===== src/rtl/m4au_mac.sv =====
// Shared multiply-accumulate unit with floor shift and 32-bit saturation.
module m4au_mac #(
    parameter int unsigned FRAC_BITS = 16,
    parameter int unsigned DIM       = 4
) (
    input  logic               i_clk,
    input  logic               i_clear,
    input  logic               i_en,
    input  logic signed [31:0] i_x,
    input  logic signed [31:0] i_y,
    output logic signed [31:0] o_res,
    output logic               o_sat
);
    localparam int unsigned AccW = 64 + $clog2(DIM) + 1;

    logic signed [63:0]     r_prod;
    logic                   r_acc_en;
    logic signed [AccW-1:0] r_acc;
    logic signed [AccW-1:0] shifted;

    // The product is registered before it enters the sum, and the enable is registered
    // beside it, so the sum takes the product in the cycle after it is registered.
    always_ff @(posedge i_clk) begin
        if (i_en) begin
            r_prod <= 64'(i_x) * 64'(i_y);
        end
        r_acc_en <= i_en;
        if (i_clear) begin
            r_acc <= '0;
        end else if (r_acc_en) begin
            r_acc <= r_acc + AccW'(r_prod);
        end
    end

    assign shifted = r_acc >>> FRAC_BITS;

    always_comb begin
        if (shifted > AccW'(signed'(33'sh0_7FFF_FFFF))) begin
            o_res = 32'sh7FFF_FFFF;
            o_sat = 1'b1;
        end else if (shifted < AccW'(-(64'sh8000_0000))) begin
            o_res = 32'sh8000_0000;
            o_sat = 1'b1;
        end else begin
            o_res = shifted[31:0];
            o_sat = 1'b0;
        end
    end
endmodule


===== config.mk =====
export PLATFORM = sky130hd
export DESIGN_NAME = m4au_mac
export DESIGN_NICKNAME = d
export VERILOG_FILES = /design/src/rtl/m4au_mac.sv
export SDC_FILE = /design/constraint.sdc
export NUM_CORES = 2
export LEC_CHECK = 0
export BUFFER_PORTS_ARGS = -buffer_cell sky130_fd_sc_hd__buf_4
export CAP_MARGIN = 40
export CORE_MARGIN = 2
export CORE_UTILIZATION = 24
export DETAILED_ROUTE_END_ITERATION = 6
export HOLD_SLACK_MARGIN = 0.12
export MAX_ROUTING_LAYER = met4
export SYNTH_ARGS = -nofsm -noshare
export SYNTH_HDL_FRONTEND = slang
export SYNTH_SLANG_ARGS = --single-unit
export TNS_END_PERCENT = 50

===== constraint.sdc =====
create_clock -name i_clk -period 16.55 [get_ports i_clk]
set_input_delay 3.31 -clock i_clk [delete_from_list [all_inputs] [get_ports i_clk]]
set_output_delay 3.31 -clock i_clk [all_outputs]
set_load 0.01 [all_outputs]

==> metrics.md <==
| Metric | Value |
|---|---|
| Outcome | completed |
| CTS tree | built |
| Most used DFF post-synth | dfxtp_1 |
| Commonest non-fill, non-tap cells in the layout | fa_1 (1083), inv_1 (952), nand2_1 (648), and2_1 (516), ha_1 (250) |
| Register area share after synthesis | 0.0736 |
| Period utilization | 0.670 |
| Rel. slew slack | 0.398 |
| I/O Buffers | 99 |
| Crit-path max FO | 32 |
| Clock skew | 6.25 ps |
| Post-cts sizing count | 0 |
| Detailed-route wire length per cell | 17.3 um |
| Hold Vio Cnt, Final | 0 |
| Setup_tns | 0 ps |
| WP depth | 25 |
| I/O pin count | 100 |
| Worst Path Arrival | 11250 ps |
| Root Driver | clkbuf_16 |
| Remaining Overflow, GRT | 0 |
| Worst path slowest cell | fa_1 |
| Initial DRC count | 1901 |
| Worst Tran Pin Value | 903 ps |
| Num CTS Buffers | 17 |
| Synth top area cells | fa_1 (49%), inv_1 (8.0%), and2_1 (7.2%) |
| Initial Util | 0.241 |
| Cells after Synth | 4797 |
| Die height | 435 um |
| WP buf/inv | 8 |
| Setup bufs post-CTS | 0 |
| CORE AREA | 185000 um^2 |
| 1st-pass router iterations | 5 |
| Register bit total from synthesis | 132 |
| First-pass GRT wire length | 202000 um |
| Row count | 158 |
| Die area | 189000 um^2 |
| Die Wd | 435 um |
| Total GRT Usage | 0.138 |
| Number of fill cells | 19853 |
| MaxCap Viol Count | 0 |
| Final Wtd Congestion | 0.896 |
| Required time worst endpoint | 16720 ps |
| Ys Warns | 0 |
| Synth cell types | 82 |
| Commonest non-fill, non-tap cell in the layout | fa_1 |
| Crit-path leading delay family | adder cells |
| Async SR Flop Fraction | 0 |
| Mapped Area | 44600 um^2 |
| Largest net degree at the start of global routing | 73 |
| Final ANT Viol Nets | 0 |
| Skew-Pair Late Insertion Delay | 430 ps |
| Most used cell, CP | fa_1 |
| Vias in the first global route | 35788 |
| Via count | 31846 |
| Worst r2r path cells | 12 |
| Startpoint types | input pin |
| Critical path endpoint category | flop |
| Syn_nets | 6197 |
| Layout Nets | 6069 |
| Area grow syn2layout | 8.13% |
| Area fraction of the dominant cell type after synthesis | 0.486 |
| Max Slew Vio Count | 0 |
| Hpwl dp | 102000 um |
| FF/Latch Area | 3280 um^2 |
| Tmin final | 11080 ps |
| Antenna violations before repair | 18 |
| Layout cell share with drive strength beyond 1 | 0.0361 |
| H-tree level count | 4 |
| Unrepaired setup endpoints after global routing | false |
| Worst hold stages | 2 |
| Final wirelength | 124000 um |
| Tightest Hold Check Type | flop to flop |
| Number of flops mapped to enable cells by yosys | 64 |
| Clock-pin transition on the worst setup and hold timing paths | 60 ps |
| DR DRC count | 0 |
| Final setup viols | 0 |
| Area of the multi-input gates | 36800 um^2 |
| CTS max path bufs | 2 |
| Synth Area per Inst | 9.29 um^2 |
| Setup CP Type | input pin to flop |
| CTS Sinks | 132 |
| Via-per-instance ratio | 4.44 |
| # hold bufs at CTS | 0 |
| F_max | 90.2 MHz |
| Slowest stage delay, CP | 820 ps |
| Cell taking the most area after synthesis | fa_1 |
## worst min-delay path: cells and delay by family (launching register included)
family / cells / cell delay, ps
flip-flops: 1 / 330
AND/OR/NAND/NOR: 1 / 70
AO/OA/AOI/OAI: 1 / 50
## per-layer routing
layer,track usage,vias up,part of all wire
met5,-,-,0
met4,0.0316,0,0.024
met3,0.0193,168,0.051
met2,0.243,858,0.51
met1,0.165,16626,0.41
li1,-,14194,-
## through the flow
step	setup WS, ps	cell area, um^2	util	std cells	hold slack (ps)
global placement	4910	47500	0.257	7129	474
detailed placement	4950	47500	0.257	7130	487
CTS	5390	48200	0.260	7162	498
finish	5470	48200	0.261	7175	501
global route	4910	48200	0.261	7173	527
floorplan	5870	44600	-	4797	455
## synthesized netlist by cell type, types with 9 or more instances
library cell	n
dfxtp_1	68
o21ai_1	12
mux2i_1	41
edfxtp_1	64
ha_1	250
a31oi_1	18
nand2b_1	20
fa_1	1083
xor2_1	45
nor3_1	24
nor2b_1	14
nand2_1	648
clkbuf_1	239
a211oi_1	16
a21o_1	98
nor2_1	142
o21bai_1	21
and3_1	23
o211ai_1	9
xnor2_1	86
nand4_1	24
and2_1	516
o21a_1	12
o21ai_0	74
a21oi_1	140
nand3_1	29
inv_1	952
## state kept, by name (all words and copies together), names as in the netlist
| name | flops |
|---|---|
| r_acc_en | 1 |
| r_prod | 64 |
| r_acc | 67 |
## worst paths after layout
kind | from | to | slack, ps
max reg2reg | r_prod[16] | r_acc[65] | 12740
min reg2reg | r_acc[19] | r_acc[19] | 500
max | i_y[5] | r_prod[60] | 5470
min | r_acc[19] | r_acc[19] | 500
## final cells by class
| cell class | count | share of cell area |
|---|---|---|
| diodes | 13 | 0.000675 |
| clock buffers | 19 | 0.00939 |
| clock inverters | 13 | 0.00374 |
| inverters | 953 | 0.0742 |
| multi-input cells | 3459 | 0.763 |
| flip-flops and latches | 132 | 0.0681 |
| well taps | 2480 | 0.0644 |
| repair buffers | 106 | 0.0169 |
## cell families after synthesis
family / after synthesis / share of synthesized area
muxes: 44 / 0.00996
DFF: 132 / 0.0736
and+or+nand+nor: 1472 / 0.162
buffers and inverters: 1206 / 0.102
AOI/OAI and AO/OA: 479 / 0.0704
adders and majority gates: 1333 / 0.556
xor gates and xnor gates: 131 / 0.0257
Power is left out: the tool's default activity adds up to more than one toggle a clock period on the data nets, which glitch-free logic cannot reach.
