### src/rtl/m4au_cell.sv
// One matrix element cell: holds an accumulator and an operand element and passes them on.
module m4au_cell (
    input  logic                i_clk,
    input  logic                i_rst_n,
    input  logic                i_shift,
    input  logic                i_load_a,
    input  logic signed [31:0]  i_a,
    input  logic                i_load_b,
    input  logic signed [31:0]  i_b,
    input  logic signed [31:0]  i_a_prev,
    input  logic signed [31:0]  i_b_prev,
    output logic signed [31:0]  o_a,
    output logic signed [31:0]  o_b
);
    logic signed [31:0] r_a;
    logic signed [31:0] r_b;

    // Shifting moves both matrices one step along the chain; loads win over shifts.
    always_ff @(posedge i_clk) begin
        if (!i_rst_n) begin
            r_a <= '0;
            r_b <= '0;
        end else begin
            if (i_load_a) begin
                r_a <= i_a;
            end else if (i_shift) begin
                r_a <= i_a_prev;
            end
            if (i_load_b) begin
                r_b <= i_b;
            end else if (i_shift) begin
                r_b <= i_b_prev;
            end
        end
    end

    assign o_a = r_a;
    assign o_b = r_b;
endmodule

### config.mk
export PLATFORM = sky130hd
export DESIGN_NAME = m4au_cell
export DESIGN_NICKNAME = d
export VERILOG_FILES = /design/src/rtl/m4au_cell.sv
export SDC_FILE = /design/constraint.sdc
export NUM_CORES = 1
export LEC_CHECK = 0
export ABC_AREA = 0
export BUFFER_PORTS_ARGS = -buffer_cell sky130_fd_sc_hd__buf_4
export CAP_MARGIN = 15
export CORE_MARGIN = 1.5
export CORE_UTILIZATION = 43
export CTS_CLUSTER_DIAMETER = 40
export DETAILED_ROUTE_END_ITERATION = 8
export PLACE_DENSITY_LB_ADDON = 0.25
export SLEW_MARGIN = 15
export SYNTH_ARGS = -nofsm -noshare
export SYNTH_HDL_FRONTEND = slang
export SYNTH_SLANG_ARGS = --single-unit
### constraint.sdc
create_clock -name i_clk -period 2.85 [get_ports i_clk]
set_input_delay 0.57 -clock i_clk [delete_from_list [all_inputs] [get_ports i_clk]]
set_output_delay 0.57 -clock i_clk [all_outputs]
set_load 0.01 [all_outputs]
==> impl_results.md, run 1 <==
* Pwr Total at approximately 2.2 mW
* Placed cell area at 0.00494 sq mm
* Critical Path Max Stage Delay at around 440 ps
* Largest family of logic cells by synthesized area: multiplexers
* GP Congestion at 0.772
* Critical path class: input port to flop
* Synth Area in Compound Gates at 0.182
* WP data arrival at 1890 ps
* Slowest CP cell: buf_4
* Antenna Cells at 0
* Synth area leaders: dfxtp_1 (36%), mux2_4 (26%), o211a_1 (18%)
* Detailed-route wire length per cell at 15.3 um
* Fraction of registers with async set/reset at 0
* Die width at 93.5 um
* Worst-case clock buffer depth at 2
* Hold Path Class: input port to flop
* Clock skew at 0 ps
* Yosys reg bits at 64
* CTS tree: built
* Final Hold Fails at 0
* TritonCTS Buffers at 9
* Post-CTS Hold Buffers at 0
* Post-Synth Simple-Gate Area at 0.124
* Unique masters post-synth at 11
* Syn nets at ~420
* Global route overflow at 0
* XOR/XNOR Fraction of Synth Area at 0
* Clock root buffer: clkbuf_8
* Vias in the first global route at 2,847
* Synth top area share at 0.364
* Largest net degree at the start of global routing at 65
* Synth cell count leaders: dfxtp_1 (64), o211a_1 (64), mux2_4 (60), nand2b_1 (34), or2b_1 (30)
* Post-synthesis sequential area ratio at 0.364
* Critical-path cell list: buf_4 -> buf_12 -> mux2_4 -> o211a_1
* Final setup vio count at 0
* Slew headroom at 0.527
* Clk slew on worst S/H paths at 70 ps
* Crit path launch type: input port
* EDFF count, synth at 0
* Synth Area in Adders at 0
* Status: finished clean
* Final Slew Violations at 0
* Fillcell total at 631
* ANT nets after route at 0
* Largest area contributor in the netlist: dfxtp_1
* Critical path buffers and inverters at 2
* Footprint of the multi-input gates at between 0.002 and 0.0025 sq mm
* Min cycle time layout at 1680 ps
* Hold path start: i_a[18]
* Number of gates resized after cts at 0
* Reg2reg setup slack at around 2000 ps
* # H-tree levels at 3
* RSZ-0062 raised after global routing: false
* Post-DP HPWL at 6120 um
* Synth Flop Type: dfxtp_1
* Share of cells above drive strength 1 at 0.587
* Synth Cell Area at 0.00352 sq mm
* Register Area at between 0.001 and 0.0015 sq mm
* Leak at 2.96 nW
* I/O Pins at a little under 200
* Final total negative setup slack at 0 ps
* Area grow syn2layout at 44.7%
* Final instance area at 0.00509 sq mm
* Initial antenna violation count at 0
* Placement Rows at 32
* Clock Latency Late Sink at 320 ps
* Synth warn at 0
* Die area at 0.00874 sq mm
* Syn Inst Count at 282
* Mux share of post-synthesis cell area at 0.269
* Post-CTS setup buffer count at 0
* GRT Overall Usage at 0.193
* CP Launch Point: i_shift
* CP top delay family: buffers and inverters
* Drt via density at around 5
* 1st-iter DRT viols at 86
* Critical Path RT at 3060 ps
* Initial Utilization at 0.451
* Pwr/cell area at 436 mW/mm^2
* Peak supply drop at 0.225 mV
* Tcrit/Tclk final at 0.588
* Nets at 599
* Slew @ Worst Pin at 709 ps
* FF-to-FF Start: o_b[1]
* Die Height at 93.5 um
* Sinks on Clock Net at 64
* Port-buffer cells at a little under 200
* Final Routed Wirelength at 8740 um
* Vias at about 2,900
* Worst-path fanout max at 31
* Setup crit end kind: flop
* Global-route wire length before repair at 13,400 um
* DRT Pass-1 Iters at 4
* Core area at between 0.007 and 0.008 sq mm
* Max Clk Rate at 597 MHz
* Avg Cell Area, Syn at roughly 12 sq um
* Max-capacitance violation count at 0
* DRC Markers at 0
==> routing by layer <==
layer  up-vias  track usage  wire [um]
met3         6       0.0707        948
met5         -            0          0
met2       129        0.324       4130
li1       1386            -          -
met4         0       0.0606         59
met1      1330        0.227       3600
==> sequential cells by signal, summed over array words and instances (netlist names) <==
register / cells
o_a: 32
o_b: 32
==> cells by family after synthesis <==
group | after synthesis
flip-flops | 64
buffers and inverters | 26
AND/OR/NAND/NOR | 64
multiplexers | 64
AO/OA/AOI/OAI | 64
==> power breakdown <==
part / total [mW] / leakage [nW] / switching, mW / internal [mW]
sequential: 1.00 / 0.534 / 0.0378 / 0.964
clock: 0.640 / 0.0789 / 0.334 / 0.307
combinational: 0.578 / 2.35 / 0.197 / 0.381
total: 2.22 / 2.96 / 0.568 / 1.65
==> cells in the final DEF (no fill, tap or decap) <==
| cell type | n |
|---|---|
| buf_12 | 1 |
| buf_4 | 198 |
| clkbuf_1 | 2 |
| clkbuf_8 | 9 |
| clkinv_2 | 3 |
| clkinvlp_4 | 1 |
| dfxtp_1 | 64 |
| mux2_2 | 4 |
| mux2_4 | 60 |
| nand2b_1 | 34 |
| o211a_1 | 64 |
| or2b_1 | 30 |
==> worst register-to-register path, delay by kind of cell (launching register included) <==
kind	cells	cell delay [ps]
flip-flops	1	330
multiplexers	1	260
AO/OA/AOI/OAI	1	200
==> per-stage QoR <==
step	hold WS [ps]	std cells	utilization	worst slack (ps)
floorplan	650	282	-	1370
global placement	590	557	0.633	866
detailed placement	598	557	0.633	845
CTS	533	572	0.652	1190
global route	542	572	0.652	1140
finish	552	572	0.652	1170
==> cell type report <==
cell class,count,area share
Timing Repair Buffer,199,0.296
Clock inverter,4,0.00442
Tap cell,102,0.0251
Sequential cell,64,0.252
Clock buffer,11,0.0258
Multi-Input combinational cell,192,0.397
==> path summary, 6_finish.rpt <==
check | end | cells after the start
max | o_b[13] | 4
min | o_a[18] | 3
max reg2reg | o_b[1] | 2
min reg2reg | o_a[28] | 2
No activity file was read; power rests on OpenSTA's default activity.
==> run 2, diff against run 1 <==
- CORE_UTILIZATION: 43 -> 40
- clock period: 2.85 -> 1.4 ns (I/O delays scaled with it)
==> run 2 against run 1 <==
- cell area rose by 3.3%
- core utilization is 4.3 points lower
- clock skew did not move
- combinational power grew 110%
- total power up 110%
- non-clock buffer count is 14 higher
- critical endpoint is now o_a[30]
- first-iteration DRC count down 29%
- largest power group unchanged
- cell count grew 3.1%
- sequential power increased by 100%
==> impl_results.md, run 2 (same netlist as run 1, synthesis figures left out) <==
* Status: finished clean
* Fillcell total at approximately 730
* Tcrit/Tclk final at 0.775
* Vias at 2,898
* RSZ-0062 raised after global routing: false
* GRT Overall Usage at 0.185
* Share of cells above drive strength 1 at 0.600
* Sinks on Clock Net at 64
* Critical Path Max Stage Delay at 350 ps
* Final Routed Wirelength at around 8800 um
* GP Congestion at roughly 0.8
* Met2 Wirelength at 4050 um
* I/O Pins at approximately 200
* Post-CTS setup buffer count at 0
* Global-route wire length before repair at 14,400 um
* Final total negative setup slack at 0 ps
* Detailed-route wire length per cell at around 15 um
* Slowest CP cell: dfxtp_1
* Slew @ Worst Pin at 368 ps
* Antenna Cells at 0
* Number of gates resized after cts at 0
* Pwr/cell area at 879 mW/mm^2
* Post-CTS Hold Buffers at 0
* Placed cell area at 0.00510 sq mm
* DRT Pass-1 Iters at 4
* Die Height at 96.8 um
* Post-DP HPWL at between 6000 and 7000 um
* Leading cell types in the layout, fill and taps excluded: buf_4 (208), o211a_1 (64), dfxtp_1 (64), mux2_4 (60), nand2b_1 (34)
* Nets at 613
* Largest net degree at the start of global routing at 42
* Max Clk Rate at 921 MHz
* Critical path buffers and inverters at 1
* Crit path launch type: flop
* Critical Path RT at ~1100 ps
* Hold path start: i_b[24]
* Setup crit end kind: output pin
* CP top delay family: flip-flops
* Area grow syn2layout at 49.5%
* Peak supply drop at 0.455 mV
* Worst-case clock buffer depth at 2
* FF-to-FF Start: o_a[30]
* Max-capacitance violation count at 0
* Hold Path Class: input port to flop
* Cells on Worst Hold Path at 3
* Die area at 0.00937 sq mm
* Critical path class: flop to output pin
* CP Launch Point: o_a[30]
* Clock Latency Late Sink at ~320 ps
* Initial Utilization at 0.408
* Reg2reg setup slack at 500 ps
* Met1 wire length at 3860 um
* Die width at about 97 um
* Core area at approximately 0.0086 sq mm
* Pwr Total at about 4.6 mW
* Most common cell after layout, fill and taps aside: buf_4
* Clock skew at 0 ps
* Worst-path fanout max at 2
* TritonCTS Buffers at 9
* ANT nets after route at 0
* Leak at 3.05 nW
* Critical-path cell list: buf_4
* Placement Rows at 34
* DRC Markers at 0
* Initial antenna violation count at 0
* 1st-iter DRT viols at between 60 and 70
* End of the worst register-to-register path: o_a[30]
* # H-tree levels at 3
* Final Slew Violations at 0
* Drt via density at 4.91
* Port-buffer cells at a little under 200
* Worst reg-to-reg path cell count at 2
* Worst Slack Setup Final at 315 ps
* Min cycle time layout at roughly 1100 ps
* Slew headroom at 0.754
* Vias in the first global route at 3,012
* Final Hold Fails at 0
* Clock root buffer: clkbuf_8
* CTS tree: built
* WP data arrival at ~810 ps
* Final instance area at 0.00526 sq mm
* Worst Hold Path EP: o_b[24]
* Final setup vio count at 0
* Global route overflow at 0
* Clk slew on worst S/H paths at 70 ps
* Wire length on met3 at 762 um
* Pre-CTS setup slack at between 50 and 60 ps
* Uppermost routed layer: met4
run 2: layer usage:
layer	vias to the layer above	GRT usage
met4	0	0.0725
met3	14	0.0658
met5	-	0
met1	1329	0.231
li1	1413	-
met2	142	0.293
run 2: area by class of cell:
type | instances | area, sq um | area share
Clock inverter | 1 | 5.00 | 0.000951
Sequential cell | 64 | 1280 | 0.243
Tap cell | 108 | 135 | 0.0257
Timing Repair Buffer | 213 | 1660 | 0.316
Clock buffer | 12 | 155 | 0.0295
Multi-Input combinational cell | 192 | 2020 | 0.385
run 2: how the worst max path moves through the flow:
stage,endpoint,slack [ps],cells after the start
after CTS,o_b[4],290,1
after global routing,o_a[21],240,1
after floorplan,o_a[0],210,4
after global placement,o_a[0],90,4
after detailed placement,o_b[27],50,4
final,o_a[30],310,1
run 2: power by group:
group / switching [mW] / internal (mW) / total (mW)
Sequential: 0.0738 / 1.96 / 2.04
Clock: 0.653 / 0.709 / 1.36
Combinational: 0.413 / 0.815 / 1.23
Total: 1.14 / 3.49 / 4.63
run 2: metrics by stage:
step / instances / hold WS [ps] / utilization
after floorplan: 282 / 474 / -
after global placement: 577 / 589 / 0.591
after detailed placement: 577 / 594 / 0.591
after CTS: 590 / 246 / 0.609
after global routing: 590 / 256 / 0.609
final: 590 / 266 / 0.609
